### src/rtl/ctf_pkg.sv
package ctf_pkg;

  localparam int CORDIC_STEPS_DEF = 20;
  localparam int ATAN_ENTRIES     = 28;
  localparam int ATAN_IDX_W       = 5;
  localparam int ATAN_W           = 24;

  localparam int SAMPLE_W   = 16;
  localparam int ANGLE_W    = 32;
  localparam int IN_DATA_W  = 3 * SAMPLE_W;
  localparam int OUT_DATA_W = 2 * ANGLE_W;

  // CORDIC vector and angle widths
  localparam int CV_W = 34;
  localparam int Z_W  = 28;
  localparam logic signed [Z_W-1:0] PI_Q24 = 28'sd52707179;

  // shared multiplier operand widths
  localparam int MUL_A_W = 34;
  localparam int MUL_B_W = 25;
  localparam int MUL_P_W = MUL_A_W + MUL_B_W;

  // full scale times pi/180 in Q40, split in two halves for the multiplier
  localparam int GAIN_W      = 46;
  localparam int GAIN_HALF_W = 23;
  localparam logic [63:0] DEG2RAD_Q40 = 64'd19190098069;

  // configuration port
  localparam int CFG_IDX_W  = 2;
  localparam int CFG_DATA_W = 24;
  localparam logic [CFG_IDX_W-1:0] CFG_GYRO_RANGE    = 2'd0;
  localparam logic [CFG_IDX_W-1:0] CFG_SAMPLE_PERIOD = 2'd1;
  localparam logic [CFG_IDX_W-1:0] CFG_GYRO_WEIGHT   = 2'd2;

  localparam int RANGE_W  = 2;
  localparam int PERIOD_W = 24;
  localparam int WEIGHT_W = 17;
  localparam logic [RANGE_W-1:0]  RANGE_RST  = 2'd0;
  localparam logic [PERIOD_W-1:0] PERIOD_RST = 24'd16777;
  localparam logic [WEIGHT_W-1:0] WEIGHT_RST = 17'd64225;

  function automatic logic [ATAN_W-1:0] atan_q24(input logic [ATAN_IDX_W-1:0] idx);
    logic [ATAN_W-1:0] v;
    unique case (idx)
      5'd0:    v = 24'd13176795;
      5'd1:    v = 24'd7778716;
      5'd2:    v = 24'd4110060;
      5'd3:    v = 24'd2086331;
      5'd4:    v = 24'd1047214;
      5'd5:    v = 24'd524117;
      5'd6:    v = 24'd262123;
      5'd7:    v = 24'd131069;
      5'd8:    v = 24'd65536;
      5'd9:    v = 24'd32768;
      5'd10:   v = 24'd16384;
      5'd11:   v = 24'd8192;
      5'd12:   v = 24'd4096;
      5'd13:   v = 24'd2048;
      5'd14:   v = 24'd1024;
      5'd15:   v = 24'd512;
      5'd16:   v = 24'd256;
      5'd17:   v = 24'd128;
      5'd18:   v = 24'd64;
      5'd19:   v = 24'd32;
      5'd20:   v = 24'd16;
      5'd21:   v = 24'd8;
      5'd22:   v = 24'd4;
      5'd23:   v = 24'd2;
      5'd24:   v = 24'd1;
      default: v = 24'd0;
    endcase
    return v;
  endfunction

  // each arm is a product of constants, so the selection is a plain table
  function automatic logic [GAIN_W-1:0] rate_gain(input logic [RANGE_W-1:0] sel);
    logic [GAIN_W-1:0] g;
    unique case (sel)
      2'd0: g = GAIN_W'(64'd250 * DEG2RAD_Q40);
      2'd1: g = GAIN_W'(64'd500 * DEG2RAD_Q40);
      2'd2: g = GAIN_W'(64'd1000 * DEG2RAD_Q40);
      2'd3: g = GAIN_W'(64'd2000 * DEG2RAD_Q40);
    endcase
    return g;
  endfunction

endpackage

### src/rtl/ctf_mul.sv
module ctf_mul (
  input  logic                                 clk,
  input  logic signed [ctf_pkg::MUL_A_W-1:0]   a,
  input  logic signed [ctf_pkg::MUL_B_W-1:0]   b,
  output logic signed [ctf_pkg::MUL_P_W-1:0]   p
);
  import ctf_pkg::*;

  logic signed [MUL_P_W-1:0] p_r;

  always_ff @(posedge clk) begin
    p_r <= MUL_P_W'(a) * MUL_P_W'(b);
  end

  assign p = p_r;

endmodule

### config.mk
export PLATFORM = sky130hd
export DESIGN_NAME = ctf_mul
export DESIGN_NICKNAME = d
export VERILOG_FILES = /design/src/rtl/ctf_pkg.sv /design/src/rtl/ctf_mul.sv
export SDC_FILE = /design/constraint.sdc
export NUM_CORES = 2
export LEC_CHECK = 0
export ABC_AREA = 0
export BUFFER_PORTS_ARGS = -buffer_cell sky130_fd_sc_hd__clkbuf_2
export CAP_MARGIN = 20
export CORE_MARGIN = 3
export CORE_UTILIZATION = 62
export DETAILED_ROUTE_END_ITERATION = 7
export PLACE_DENSITY = 0.77
export SETUP_SLACK_MARGIN = 0.15
export SLEW_MARGIN = 15
export SYNTH_ARGS = -nofsm -noshare
export SYNTH_HDL_FRONTEND = slang
export SYNTH_SLANG_ARGS = --single-unit
### constraint.sdc
create_clock -name clk -period 15 [get_ports clk]
set_input_delay 3.75 -clock clk [delete_from_list [all_inputs] [get_ports clk]]
set_output_delay 3.75 -clock clk [all_outputs]
set_load 0.01 [all_outputs]
Yosys cells after proc, flatten, opt, wreduce, memory -nomap -nowiden
Cells that the tools add are included.
- output and inout bits: 59
- bits in registers: 59
- word-level logic and storage cells: 2
- multipliers: 1
- operators with widths (operator ; count):
    $mul 34x25->59 ; 1

Depth between registers and ports, before layout
- depth in word-level cells: 1
- gate-level depth with buffers: 27
- mapped depth without buffers: 25

Worst setup path before layout
Ideal clock, no wire load.
- path type: in2reg
- start point: input port a[33] in the netlist's numbering
- end point: register p_r[56], in the netlist p[56]
- cell stages on the path: 23
- setup slack: 5.099 ns
- arrival time: 9.829 ns
- required time: 14.928 ns
- cells stage by stage: clkbuf_1 nand2_1 inv_1 fa_1 fa_1 inv_1 fa_1 inv_1 fa_1 fa_1 fa_1 inv_1 fa_1 inv_1 ha_1 clkbuf_1 a21oi_1 o21ai_0 or3_1 nor3_2 o31ai_4 a221oi_2 xnor2_1
- word-level cells in the longest chain between the ends: 1
- ends and longest elaborated chain (element ; line ; source):
    start, declared ; ctf_mul.sv:3 ; input logic signed [ctf_pkg::MUL_A_W-1:0] a,
    $mul 34x25->59 ; ctf_mul.sv:12 ; p_r <= MUL_P_W'(a) * MUL_P_W'(b);
    end signal, assigned ; ctf_mul.sv:12 ;
    end, declared ; ctf_mul.sv:9 ; logic signed [MUL_P_W-1:0] p_r;
No other way between the ends.

Worst setup path after layout
- start point: input port b[10] in the netlist's numbering
- end point: register p_r[58], in the netlist p[58]
- word-level cells in the longest chain between the ends: 1
- ends and longest elaborated chain (element ; line ; source):
    start, declared ; ctf_mul.sv:4 ; input logic signed [ctf_pkg::MUL_B_W-1:0] b,
    $mul 34x25->59 ; ctf_mul.sv:12 ;
No other way between the ends.

==> impl_metrics.csv <==
group,metric,value,unit
worst_setup_path,crit_family,"adder cells",
synthesis,synth-seq-cells,59,
cts,root_buffer,"clkbuf_16",
timing,period_share,74.82,%
drt,drt_first_pass_iters,6,
cells_and_area,antenna_cells,0,
global_routing,grt_max_degree,36,
cts,ctsLongestPathBuffers,2,
placement,dp_hpwl,66830,um
cts,h-tree-depth,3,
cts,cts.sinks,59,
timing,min_period,11.22,ns
worst_setup_path,cp.arrival,11.49,ns
timing,hold_ws,3.949,ns
cells_and_area,nets,4330,
cts,hold_buffers,0,
worst_setup_path,endpoint_kind,"flop",
synthesis,synth_top_area_cell,"fa_1",
synthesis,synth_area_per_cell,9.453,um2
cts,tritoncts,"built",
floorplanning,dieArea,52600,um2
synthesis,post_synth_num_cell_types,65,
synthesis,synth_area_leaders,"fa_1 56%, inv_1 9.8%, and2_1 8.6%, ha_1 6.4%, nand2_1 5.2%",
cts,post_cts_buffers,0,
drt,viasPerCell,5.740,
drt,wl_per_cell,21.59,um
drt,wirelength,84520,um
synthesis,ys_top_cells_by_count,"865 x fa_1, 810 x inv_1, 431 x nand2_1",
drt,routed-via-count,22470,
timing,slew_headroom,28.96,%
drt,drtAntennaViolNets,0,
floorplanning,die_w,229.4,um
timing,grt_setup_unrepaired,"no",
timing,report.final.slew_viol_count,0,
timing,fmax,0.08910,GHz
synthesis,synth-edff-count,0,
cells_and_area,drive_above_1_share,5.106,%
cells_and_area,fillers,4015,
timing,final-setup-viol-count,0,
synthesis,ys_seq_area_share,3.819,%
cts,cts_resized,0,
flow_run,maxCapViolCount,0,
floorplanning,start_util,62.93,%
worst_setup_path,cp-startpoint,"b[10]",
global_routing,first_global_vias,26210,
global_routing,grt_first_pass_wirelength,139800,um
worst_hold_path,hold_class,"in2reg",
worst_setup_path,slowest_delay,0.68,ns
worst_setup_path,path_class,"in2reg",
worst_setup_path,slowest_stage,"nor3b_2",
floorplanning,dieHeight,229.4,um
global_routing,grt_antenna_before_repair,2,
drt,drt-initial-drc-count,1501,
synthesis,synth_top_area_share,55.98,%
cts,clk_pin_slew,0.05,ns
global_routing,track_usage,34.55,%
floorplanning,core_area,49150,um2
synthesis,synth_flop_cell,"dfxtp_1",
worst_setup_path,critPathMostFrequentCell,"fa_1",
floorplanning,pin_count,119,
worst_setup_path,worst-endpoint-required,15.26,ns
timing,hold_viol_final,0,
worst_setup_path,critPathMaxFanout,34,
synthesis,async_flop_share,0,%
synthesis,synthesis.nets,4356,
synthesis,yosys_warnings,0,
floorplanning,core.rowCount,81,
global_routing,overflow,0,
placement,place_congestion,0.9825,
cells_and_area,largest_reg_flops,59,
drt,drc,0,
timing,finalSetupTns,0,ns
synthesis,synth_area,30930,um2
worst_setup_path,crit_cells,21,
synthesis,synth_most_common_cell,"fa_1",
synthesis,synthCells,3272,
worst_setup_path,path_buf_inv,5,
worst_setup_path,worstSetupStartpointType,"primary input",
placement,numPortBuffers,118,
cells_and_area,areaGrowthSynthToFinish,3.685,%
cts,cts_buffers,9,
worst_setup_path,crit_chain,"clkbuf_2 > and2_1 > fa_1 > inv_1 > fa_1 > inv_1 > fa_1 > fa_1 > fa_1 > fa_1 > inv_1 > fa_1 > inv_1 > ha_1 > nand2_1 > nor4_1 > nor3b_2 > o211ai_1 > a31oi_1 > o211ai_1 > a22o_1",
worst_setup_path,worstSetupEndpoint,"p[58]$_DFF_P_",
status,status,"finished, final reports clean",
timing,worst_pin_slew,1.066,ns
-- placed cells by master, fill, tap and decap left out, types with 9 or more instances in the layout --
master,n
a21oi_1,56
and2_1,425
inv_1,810
clkbuf_2,118
xnor2_1,52
nand2b_1,11
a21o_1,22
o21ai_1,12
o21bai_1,13
a31oi_1,10
ha_1,159
nor2_1,24
nor2b_1,31
and3_1,14
dfxtp_1,59
clkbuf_16,9
o21ai_0,12
nand3_1,9
fa_1,865
xor2_1,15
nand2_1,431
-- metrics by stage --
step	cells	util, %	area (um2)	worst slack (ns)
2_1_floorplan	3272	-	30930	5.099
6_report	3915	65.25	32070	3.777
4_1_cts	3915	65.25	32070	3.993
3_5_place_dp	3899	64.68	31790	3.624
3_3_place_gp	3899	64.68	31790	3.695
5_1_grt	3915	65.25	32070	3.584
-- cell families after synthesis --
family	after synthesis	share of synthesized area, %
AO/OA/AOI/OAI	173	3.883
multiplexers	1	0.03640
adder cells (fa/ha/maj)	1024	62.42
flip-flops	59	3.819
buffers and inverters	973	11.83
XOR/XNOR	67	1.897
AND/OR/NAND/NOR	975	16.12
-- tightest hold or removal path: stages --
cell	delay, ns
clkbuf_2	0.08
buf_4	0.24
and2_1	0.20
-- layout make-up --
type | count | area [um2] | share of cell area, %
Timing Repair Buffer | 125 | 643.1 | 2.005
Clock buffer | 11 | 252.7 | 0.7881
Tap cell | 664 | 830.8 | 2.591
Clock inverter | 5 | 27.53 | 0.08583
Sequential cell | 59 | 1181 | 3.683
Multi-Input combinational cell | 2240 | 26090 | 81.36
Inverter | 811 | 3044 | 9.492
-- worst min-delay path by stage --
| stage | cells past startpoint | to | startpoint | slack (ns) |
|---|---|---|---|---|
| global route | 3 | p[0]$_DFF_P_ | a[0] | 3.97 |
| finish | 3 | p[0]$_DFF_P_ | a[0] | 3.95 |
| floorplan | 1 | p[0]$_DFF_P_ | a[0] | 3.88 |
| CTS | 3 | p[0]$_DFF_P_ | b[0] | 3.93 |
| detailed placement | 1 | p[48] | p[48]$_DFF_P_ | 4.14 |
| global placement | 1 | p[29] | p[29]$_DFF_P_ | 4.14 |
-- layer usage --
metal / track usage [%] / vias up / part of all wire [%]
li1: - / 9283 / -
met1: 40.57 / 11700 / 34
met5: 0 / - / 0.013
met2: 59.51 / 1139 / 51
met3: 7.562 / 345 / 8.6
met4: 18.71 / 2 / 6.1
Power is left out: the tool's default activity adds up to more than one toggle a clock period on the data nets, which glitch-free logic cannot reach.
