## src/rtl/ctf_pkg.sv

```systemverilog
package ctf_pkg;

  localparam int CORDIC_STEPS_DEF = 20;
  localparam int ATAN_ENTRIES     = 28;
  localparam int ATAN_IDX_W       = 5;
  localparam int ATAN_W           = 24;

  localparam int SAMPLE_W   = 16;
  localparam int ANGLE_W    = 32;
  localparam int IN_DATA_W  = 3 * SAMPLE_W;
  localparam int OUT_DATA_W = 2 * ANGLE_W;

  // CORDIC vector and angle widths
  localparam int CV_W = 34;
  localparam int Z_W  = 28;
  localparam logic signed [Z_W-1:0] PI_Q24 = 28'sd52707179;

  // shared multiplier operand widths
  localparam int MUL_A_W = 34;
  localparam int MUL_B_W = 25;
  localparam int MUL_P_W = MUL_A_W + MUL_B_W;

  // full scale times pi/180 in Q40, split in two halves for the multiplier
  localparam int GAIN_W      = 46;
  localparam int GAIN_HALF_W = 23;
  localparam logic [63:0] DEG2RAD_Q40 = 64'd19190098069;

  // configuration port
  localparam int CFG_IDX_W  = 2;
  localparam int CFG_DATA_W = 24;
  localparam logic [CFG_IDX_W-1:0] CFG_GYRO_RANGE    = 2'd0;
  localparam logic [CFG_IDX_W-1:0] CFG_SAMPLE_PERIOD = 2'd1;
  localparam logic [CFG_IDX_W-1:0] CFG_GYRO_WEIGHT   = 2'd2;

  localparam int RANGE_W  = 2;
  localparam int PERIOD_W = 24;
  localparam int WEIGHT_W = 17;
  localparam logic [RANGE_W-1:0]  RANGE_RST  = 2'd0;
  localparam logic [PERIOD_W-1:0] PERIOD_RST = 24'd16777;
  localparam logic [WEIGHT_W-1:0] WEIGHT_RST = 17'd64225;

  function automatic logic [ATAN_W-1:0] atan_q24(input logic [ATAN_IDX_W-1:0] idx);
    logic [ATAN_W-1:0] v;
    unique case (idx)
      5'd0:    v = 24'd13176795;
      5'd1:    v = 24'd7778716;
      5'd2:    v = 24'd4110060;
      5'd3:    v = 24'd2086331;
      5'd4:    v = 24'd1047214;
      5'd5:    v = 24'd524117;
      5'd6:    v = 24'd262123;
      5'd7:    v = 24'd131069;
      5'd8:    v = 24'd65536;
      5'd9:    v = 24'd32768;
      5'd10:   v = 24'd16384;
      5'd11:   v = 24'd8192;
      5'd12:   v = 24'd4096;
      5'd13:   v = 24'd2048;
      5'd14:   v = 24'd1024;
      5'd15:   v = 24'd512;
      5'd16:   v = 24'd256;
      5'd17:   v = 24'd128;
      5'd18:   v = 24'd64;
      5'd19:   v = 24'd32;
      5'd20:   v = 24'd16;
      5'd21:   v = 24'd8;
      5'd22:   v = 24'd4;
      5'd23:   v = 24'd2;
      5'd24:   v = 24'd1;
      default: v = 24'd0;
    endcase
    return v;
  endfunction

  // each arm is a product of constants, so the selection is a plain table
  function automatic logic [GAIN_W-1:0] rate_gain(input logic [RANGE_W-1:0] sel);
    logic [GAIN_W-1:0] g;
    unique case (sel)
      2'd0: g = GAIN_W'(64'd250 * DEG2RAD_Q40);
      2'd1: g = GAIN_W'(64'd500 * DEG2RAD_Q40);
      2'd2: g = GAIN_W'(64'd1000 * DEG2RAD_Q40);
      2'd3: g = GAIN_W'(64'd2000 * DEG2RAD_Q40);
    endcase
    return g;
  endfunction

endpackage

```

## src/rtl/ctf_cordic.sv

```systemverilog
module ctf_cordic #(
  parameter int STEPS = ctf_pkg::CORDIC_STEPS_DEF
) (
  input  logic                                clk,
  input  logic                                rst_n,
  input  logic                                start,
  input  logic signed [ctf_pkg::SAMPLE_W-1:0] accel_y,
  input  logic signed [ctf_pkg::SAMPLE_W-1:0] accel_z,
  output logic                                busy,
  output logic signed [ctf_pkg::Z_W-1:0]      z
);
  import ctf_pkg::*;

  localparam int STEPS_EFF = (STEPS > ATAN_ENTRIES) ? ATAN_ENTRIES : STEPS;
  localparam int CNT_W     = $clog2(STEPS_EFF);
  localparam logic [CNT_W-1:0] LAST = CNT_W'(STEPS_EFF - 1);
  localparam int PRESCALE  = 14;

  logic                   busy_r, busy_nxt;
  logic [CNT_W-1:0]       cnt_r, cnt_nxt;
  logic signed [CV_W-1:0] x_r, x_nxt, y_r, y_nxt;
  logic signed [Z_W-1:0]  z_r, z_nxt;

  logic signed [CV_W-1:0] ay_s, az_s, xs, ys;
  logic signed [Z_W-1:0]  step_angle;

  assign ay_s = CV_W'(accel_y) <<< PRESCALE;
  assign az_s = CV_W'(accel_z) <<< PRESCALE;
  assign xs   = x_r >>> cnt_r;
  assign ys   = y_r >>> cnt_r;
  assign step_angle = $signed({{(Z_W-ATAN_W){1'b0}}, atan_q24(ATAN_IDX_W'(cnt_r))});

  always_comb begin
    busy_nxt = busy_r;
    cnt_nxt  = cnt_r;
    x_nxt    = x_r;
    y_nxt    = y_r;
    z_nxt    = z_r;
    if (start) begin
      busy_nxt = 1'b1;
      cnt_nxt  = '0;
      // x = -z; a negative x is folded into the right half plane, starting at +/-pi
      if (accel_z > 16'sd0) begin
        x_nxt = az_s;
        y_nxt = -ay_s;
        z_nxt = accel_y[SAMPLE_W-1] ? -PI_Q24 : PI_Q24;
      end else begin
        x_nxt = -az_s;
        y_nxt = ay_s;
        z_nxt = '0;
      end
    end else if (busy_r) begin
      if (y_r > 0) begin
        x_nxt = x_r + ys;
        y_nxt = y_r - xs;
        z_nxt = z_r + step_angle;
      end else if (y_r < 0) begin
        x_nxt = x_r - ys;
        y_nxt = y_r + xs;
        z_nxt = z_r - step_angle;
      end
      cnt_nxt = cnt_r + 1'b1;
      if (cnt_r == LAST) begin
        busy_nxt = 1'b0;
      end
    end
  end

  always_ff @(posedge clk) begin
    if (!rst_n) begin
      busy_r <= 1'b0;
      cnt_r  <= '0;
    end else begin
      busy_r <= busy_nxt;
      cnt_r  <= cnt_nxt;
    end
  end

  always_ff @(posedge clk) begin
    x_r <= x_nxt;
    y_r <= y_nxt;
    z_r <= z_nxt;
  end

  assign busy = busy_r;
  assign z    = z_r;

`ifndef ASSERT_OFF
  a_start_arms: assert property (@(posedge clk) disable iff (!rst_n)
    start |=> busy_r && cnt_r == '0)
    else $error("cordic did not arm on start");

  a_last_step_ends: assert property (@(posedge clk) disable iff (!rst_n)
    busy_r && cnt_r == LAST |=> !busy_r)
    else $error("cordic ran past its last step");

  a_cnt_bound: assert property (@(posedge clk) disable iff (!rst_n)
    busy_r |-> cnt_r <= LAST)
    else $error("cordic step count out of range");
`endif

endmodule

```

## config.mk

```make
export PLATFORM = sky130hd
export DESIGN_NAME = ctf_cordic
export DESIGN_NICKNAME = d
export VERILOG_FILES = /design/src/rtl/ctf_pkg.sv /design/src/rtl/ctf_cordic.sv
export SDC_FILE = /design/constraint.sdc
export NUM_CORES = 1
export LEC_CHECK = 0
export BUFFER_PORTS_ARGS = -buffer_cell sky130_fd_sc_hd__buf_2
export CORE_MARGIN = 5
export CORE_UTILIZATION = 55
export DETAILED_ROUTE_END_ITERATION = 16
export PLACE_DENSITY = 0.72
export SETUP_SLACK_MARGIN = 0.02
export SLEW_MARGIN = 5
export SYNTH_ARGS = -nofsm -noshare
export SYNTH_HDL_FRONTEND = slang
export SYNTH_SLANG_ARGS = --single-unit
```

## constraint.sdc

```tcl
create_clock -name clk -period 7.3 [get_ports clk]
set_input_delay 0.73 -clock clk [delete_from_list [all_inputs] [get_ports clk]]
set_output_delay 0.73 -clock clk [all_outputs]
set_load 0.02 [all_outputs]
```

# ---- Yosys cells after proc, flatten, opt, wreduce, memory -nomap -nowiden
# Memories as Yosys holds them, arrays and structs flattened. A register that Yosys moved wholly into a read port is not among the register bits.
# Index checks and enable logic that the tools add are counted.
dict set report totals {
  mem_count 1
  mem_bits_ro 768
  latchBits 0
  output_inout_bits 29
  word_cells 47
  mem_bits_rw 0
  reg_bits 102
}
# name depth width read_ports rd_ports_with_merged_regs wr line
set memory_table {}
lappend memory_table {{(no name shown)} 32 24 1 1 0 ctf_pkg.sv:44} ;# unique case (idx)
dict set report classes {
  n_addsub 9
  multipliers 0
  n_shift 2
  n_mux 21
  div_mod_pow 0
  reduce_logical 4
  n_bitwise 1
  n_eq_ne 1
  n_lt_le_gt_ge 3
}
# operator n
set op_table {}
lappend op_table {{$mux 34} 10}
lappend op_table {{$mux 28} 6}
lappend op_table {{$add 34x34->34} 2}
lappend op_table {{$neg 30->34} 2}
lappend op_table {{$sshr 34x5->34} 2}
lappend op_table {{$sub 34x34->34} 2}
lappend op_table {{$gt 34x1->1 const B} 1}
lappend op_table {{$lt 34x1->1 const B} 1}
lappend op_table {{$add 28x25->28} 1}
lappend op_table {{$sub 28x25->28} 1}
lappend op_table {{$gt 16x1->1 const B} 1}
lappend op_table {{$mux 5} 2}
lappend op_table {{$add 5x1->5 const B} 1}
lappend op_table {{$eq 5x5->1 const B} 1}
lappend op_table {{$mux 1} 3}
lappend op_table {{$reduce_bool 3->1} 1}
lappend op_table {{$reduce_and 2->1} 1}
lappend op_table {{$reduce_bool 2->1} 1}
lappend op_table {{$reduce_or 2->1} 1}
lappend op_table {{$not 1->1} 1}

# ---- Longest topological paths before layout
dict set report depth {
  depth_word 6
  depth_mapped 29
}

# ---- Least setup slack after synthesis
# No wires, ideal clock.
dict set report synth_timing {
  path_type {register -> register}
  from {register cnt_r[3]}
  to {register y_r[29] (data pin)}
  slack_ns 1.525
  stages_incl_launch_ff 27
  period_less_slack_ns 5.775
  arrival_time_ns 5.638
  required_time_ns 7.164
  n_path_buf 7
  cell_sequence {dfxtp_1 buf_2 buf_2 buf_2 buf_1 buf_1 buf_1 clkbuf_1 nor2_1 a21oi_1 ha_1 nand3_1 a221oi_2 nor2b_1 nor2_1 xor2_1 ha_1 a21o_1 a21o_1 a21oi_1 o31ai_1 a221o_1 a21oi_1 o21ai_0 a31o_2 a2111oi_0 nand3b_1}
}
dict set report synth_via {
  elab_chain_len 6
  elab_cells_between_ends 7
  classes_between {add/sub (2); shift (1); mux (4)}
}
# item line
set synth_rtl {}
lappend synth_rtl {{from (decl)} ctf_cordic.sv:20} ;# logic [CNT_W-1:0] cnt_r, cnt_nxt;
lappend synth_rtl {{from (signal assigned)} ctf_cordic.sv:75} ;# cnt_r <= cnt_nxt;
lappend synth_rtl {{$sshr 34x5->34 *} ctf_cordic.sv:29} ;# assign xs = x_r >>> cnt_r;
lappend synth_rtl {{$add 34x34->34} ctf_cordic.sv:59} ;# y_nxt = y_r + xs;
lappend synth_rtl {{$mux 34} ctf_cordic.sv:57} ;# end else if (y_r < 0) begin
lappend synth_rtl {{$mux 34 *} ctf_cordic.sv:53} ;# if (y_r > 0) begin
lappend synth_rtl {{$mux 34 *} ctf_cordic.sv:52} ;# end else if (busy_r) begin
lappend synth_rtl {{$mux 34 *} ctf_cordic.sv:39} ;# if (start) begin
lappend synth_rtl {{net y_nxt[29]} ctf_cordic.sv:21} ;# logic signed [CV_W-1:0] x_r, x_nxt, y_r, y_nxt;
lappend synth_rtl {{to (signal assigned)} ctf_cordic.sv:81} ;# y_r <= y_nxt;
lappend synth_rtl {{to (decl)} ctf_cordic.sv:21}
# The timed path passes the listed nets; every way through them passes the cells marked *. The select of a mux whose other input is x is not followed.
# A chain may end at the register's enable or synchronous reset.

# ---- Final worst setup path
dict set report layout_timing {
  from {register y_r[29]}
  to {register y_r[29] (data pin)}
}
dict set report layout_via {
  elab_chain_len 5
  elab_cells_between_ends 7
  classes_between {add/sub (2); order compare (1); mux (4)}
}
# item line
set layout_rtl {}
lappend layout_rtl {{$add 34x34->34} ctf_cordic.sv:59}
lappend layout_rtl {{$mux 34} ctf_cordic.sv:57}
lappend layout_rtl {{$mux 34 *} ctf_cordic.sv:53}
lappend layout_rtl {{$mux 34 *} ctf_cordic.sv:52}
lappend layout_rtl {{$mux 34 *} ctf_cordic.sv:39}
lappend layout_rtl {{net y_nxt[29]} ctf_cordic.sv:21}
# Marks and branches as above.

==> metrics <==
Clock Sinks 126; Setup CP Type flop to flop; Initial Utilization 55.25%; ys async rst share 0%; Fin. Hold Viols 0; delay-heaviest family, CP compound AO/OA/AOI/OAI gates; post-detail-place hpwl between 30,000 and 40,000 um; Worst EP arrival 7.03 ns; Ports 64; most used standard cell by instance count after synthesis nor2_1; setup tns final 0 ns; Worst path slowest cell nor4_1; DP Cell Count roughly 2,400; final wirelength 51,750 um; die area roughly 34,000 um^2; clock buffer depth 2; Hold Slack around 0.55 ns; FF+latch area 3492 um^2; Slew Limit Fails 0; TritonRoute pass-1 iters 5; worst min-delay path class input port to flop; ordered list of cells on the worst path nor4_1 -> nand4_1 -> or4_1 -> buf_4 -> nand2_1 -> buf_12 -> nor2_1 -> a21oi_1 -> ha_1 -> a211oi_1 -> o21ai_0 -> a31oi_1 -> o31ai_1 -> a221o_1 -> a21oi_1 -> o21ai_0 -> a31o_2 -> a2111oi_0 -> nand3b_1; Final nets approximately 2,100; Setup Skew around 0.012 ns; CTS resizes 0; critical path required time 7.62 ns; Buf/Inv on CP 2; DR iter-0 viols 1,631; detailed-route via count 15,890; Worst Path Max Fanout 44; sequential element share of the synthesized area 20.77%; Synthesis Warnings 0; Final setup viols 0; # DRC 0; CP Capture Type flop; largest net degree at the start of global routing 79; leading area contributor after synthesis edfxtp_1; Port-buffer cells 63; vias in the first global route 15,221; H-Tree Level Count 4; TritonCTS clock tree yes; core area 30,350 um^2; minimum clock period 6.715 ns; Critical Path Source Type flop; Total Routing Usage GR 29.95%; most common flop cell mapped by yosys edfxtp_1; most frequent cells after synthesis nor2_1 (193), nand2_1 (161), a21oi_1 (150), o21ai_0 (144), ha_1 (106); Synth Register Bits 126; Worst-path clk slew approximately 0.060 ns; max incr delay on CP 0.80 ns; post-synth cell types 91; status completed; via-per-instance ratio 6.657; CTS hold repair buffers 0; filler instances 2,697; share of cells above drive strength 1 14.57%; global-route wire length before repair 81,430 um; Synthesized Nets 2,113; gpl congestion about 1.0; Die Span X 184.6 um; top-area cell type share of the netlist area 17.19%; post-CTS setup buffers 0; Avg WL per Cell about 22 um; row count between 60 and 70; syn avg cell area about 8.5 um^2; CTS Buf Count 17; DIE HEIGHT 184.6 um; synth top area cells edfxtp_1 (17%), mux4_2 (8.3%), ha_1 (7.9%); Ant. Diodes 0; post-route ant nets 0; Worst-Skew Late Latency 0.45 ns; Max Clk Rate 148.9 MHz; Slew @ Worst Pin approximately 1.1 ns; antenna violations before repair 0; max_slew headroom between 20% and 30%; Post-Syn Area 16,770 um^2; EDFF count, synth 96; area grow syn2layout 7.253%; multi-input logic area 12,490 um^2; Final Cycle Share 91.98%; Gate Count Post-Synth 1,969; Max-cap violations 0; Root Buffer clkbuf_16; fin cells roughly 2,400; GR Overflow Total 0; RSZ-0062 raised after global routing no
==> cell families (layout without fill, tap and decap cells) <==
logic type,after synthesis,count (layout),synth area share [%]
multiplexers,175,175,16.80
buffers and inverters,182,204,4.888
AND/OR/NAND/NOR,615,615,17.71
adder cells (fa/ha/maj),109,109,8.268
flip-flops,126,126,20.77
XOR/XNOR,177,177,9.246
AO/OA/AOI/OAI,585,585,22.32
==> final timing paths <==
kind | to | slack (ns) | cells after the start | from
setup / recovery | y_r[29] | 0.59 | 19 | y_r[29]
hold / removal | busy | 0.55 | 2 | rst_n
setup reg to reg | y_r[29] | 0.59 | 19 | y_r[29]
hold reg to reg | busy | 0.68 | 2 | busy
==> worst reg2reg max path, cell delays in order, from the launching register on <==
cell and delay, ns:
edfxtp_1 0.56, nor4_1 0.80, nand4_1 0.39, or4_1 0.58, buf_4 0.21, nand2_1 0.20
buf_12 0.26, nor2_1 0.11, a21oi_1 0.27, ha_1 0.31, a211oi_1 0.38, o21ai_0 0.17
a31oi_1 0.34, o31ai_1 0.21, a221o_1 0.39, a21oi_1 0.41, o21ai_0 0.19, a31o_2 0.28
a2111oi_0 0.34, nand3b_1 0.15
==> stage by stage <==
| step | utilization [%] | instance area (um^2) | setup WS (ns) |
|---|---|---|---|
| 3_5_place_dp | 57.17 | 17350 | 0.6573 |
| 6_report | 59.26 | 17980 | 0.5855 |
| 4_1_cts | 59.19 | 17960 | 0.6383 |
| 3_3_place_gp | 57.17 | 17350 | 0.7925 |
| 2_1_floorplan | - | 16770 | 1.525 |
| 5_1_grt | 59.26 | 17980 | 0.2407 |
==> routing by layer <==
layer  GRT usage [%]  share of wire [%]  vias up
li1                -                  -     7443
met1           39.66                 42     7579
met2           48.42                 46      722
met3           5.151                7.6      146
met4           13.04                4.4        0
met5               0                  0        -
==> flip-flops by register name, summed over array words and instances, names as in the netlist <==
signal / count
x_r: 34
busy: 1
step_angle: 24
cnt_r: 5
z: 28
y_r: 34
==> cell usage in the layout (no fill, tap or decap), drive strengths merged, types with 76 or more instances in the layout <==
| cell type | n |
|---|---|
| a21oi | 151 |
| buf | 97 |
| edfxtp | 96 |
| ha | 106 |
| inv | 77 |
| nand2 | 161 |
| nor2 | 193 |
| o21ai | 148 |
| xnor2 | 101 |
| xor2 | 76 |
==> final cells by class <==
cell class | instances | area share [%]
Clock inverter | 10 | 0.5357
Inverter | 75 | 1.565
Clock buffer | 22 | 2.880
Sequential cell | 126 | 19.42
Tap cell | 396 | 2.755
Multi-Input combinational cell | 1661 | 69.45
Timing Repair Buffer | 97 | 3.395
Power is left out: the tool's default activity adds up to more than one toggle a clock period on the data nets, which glitch-free logic cannot reach.
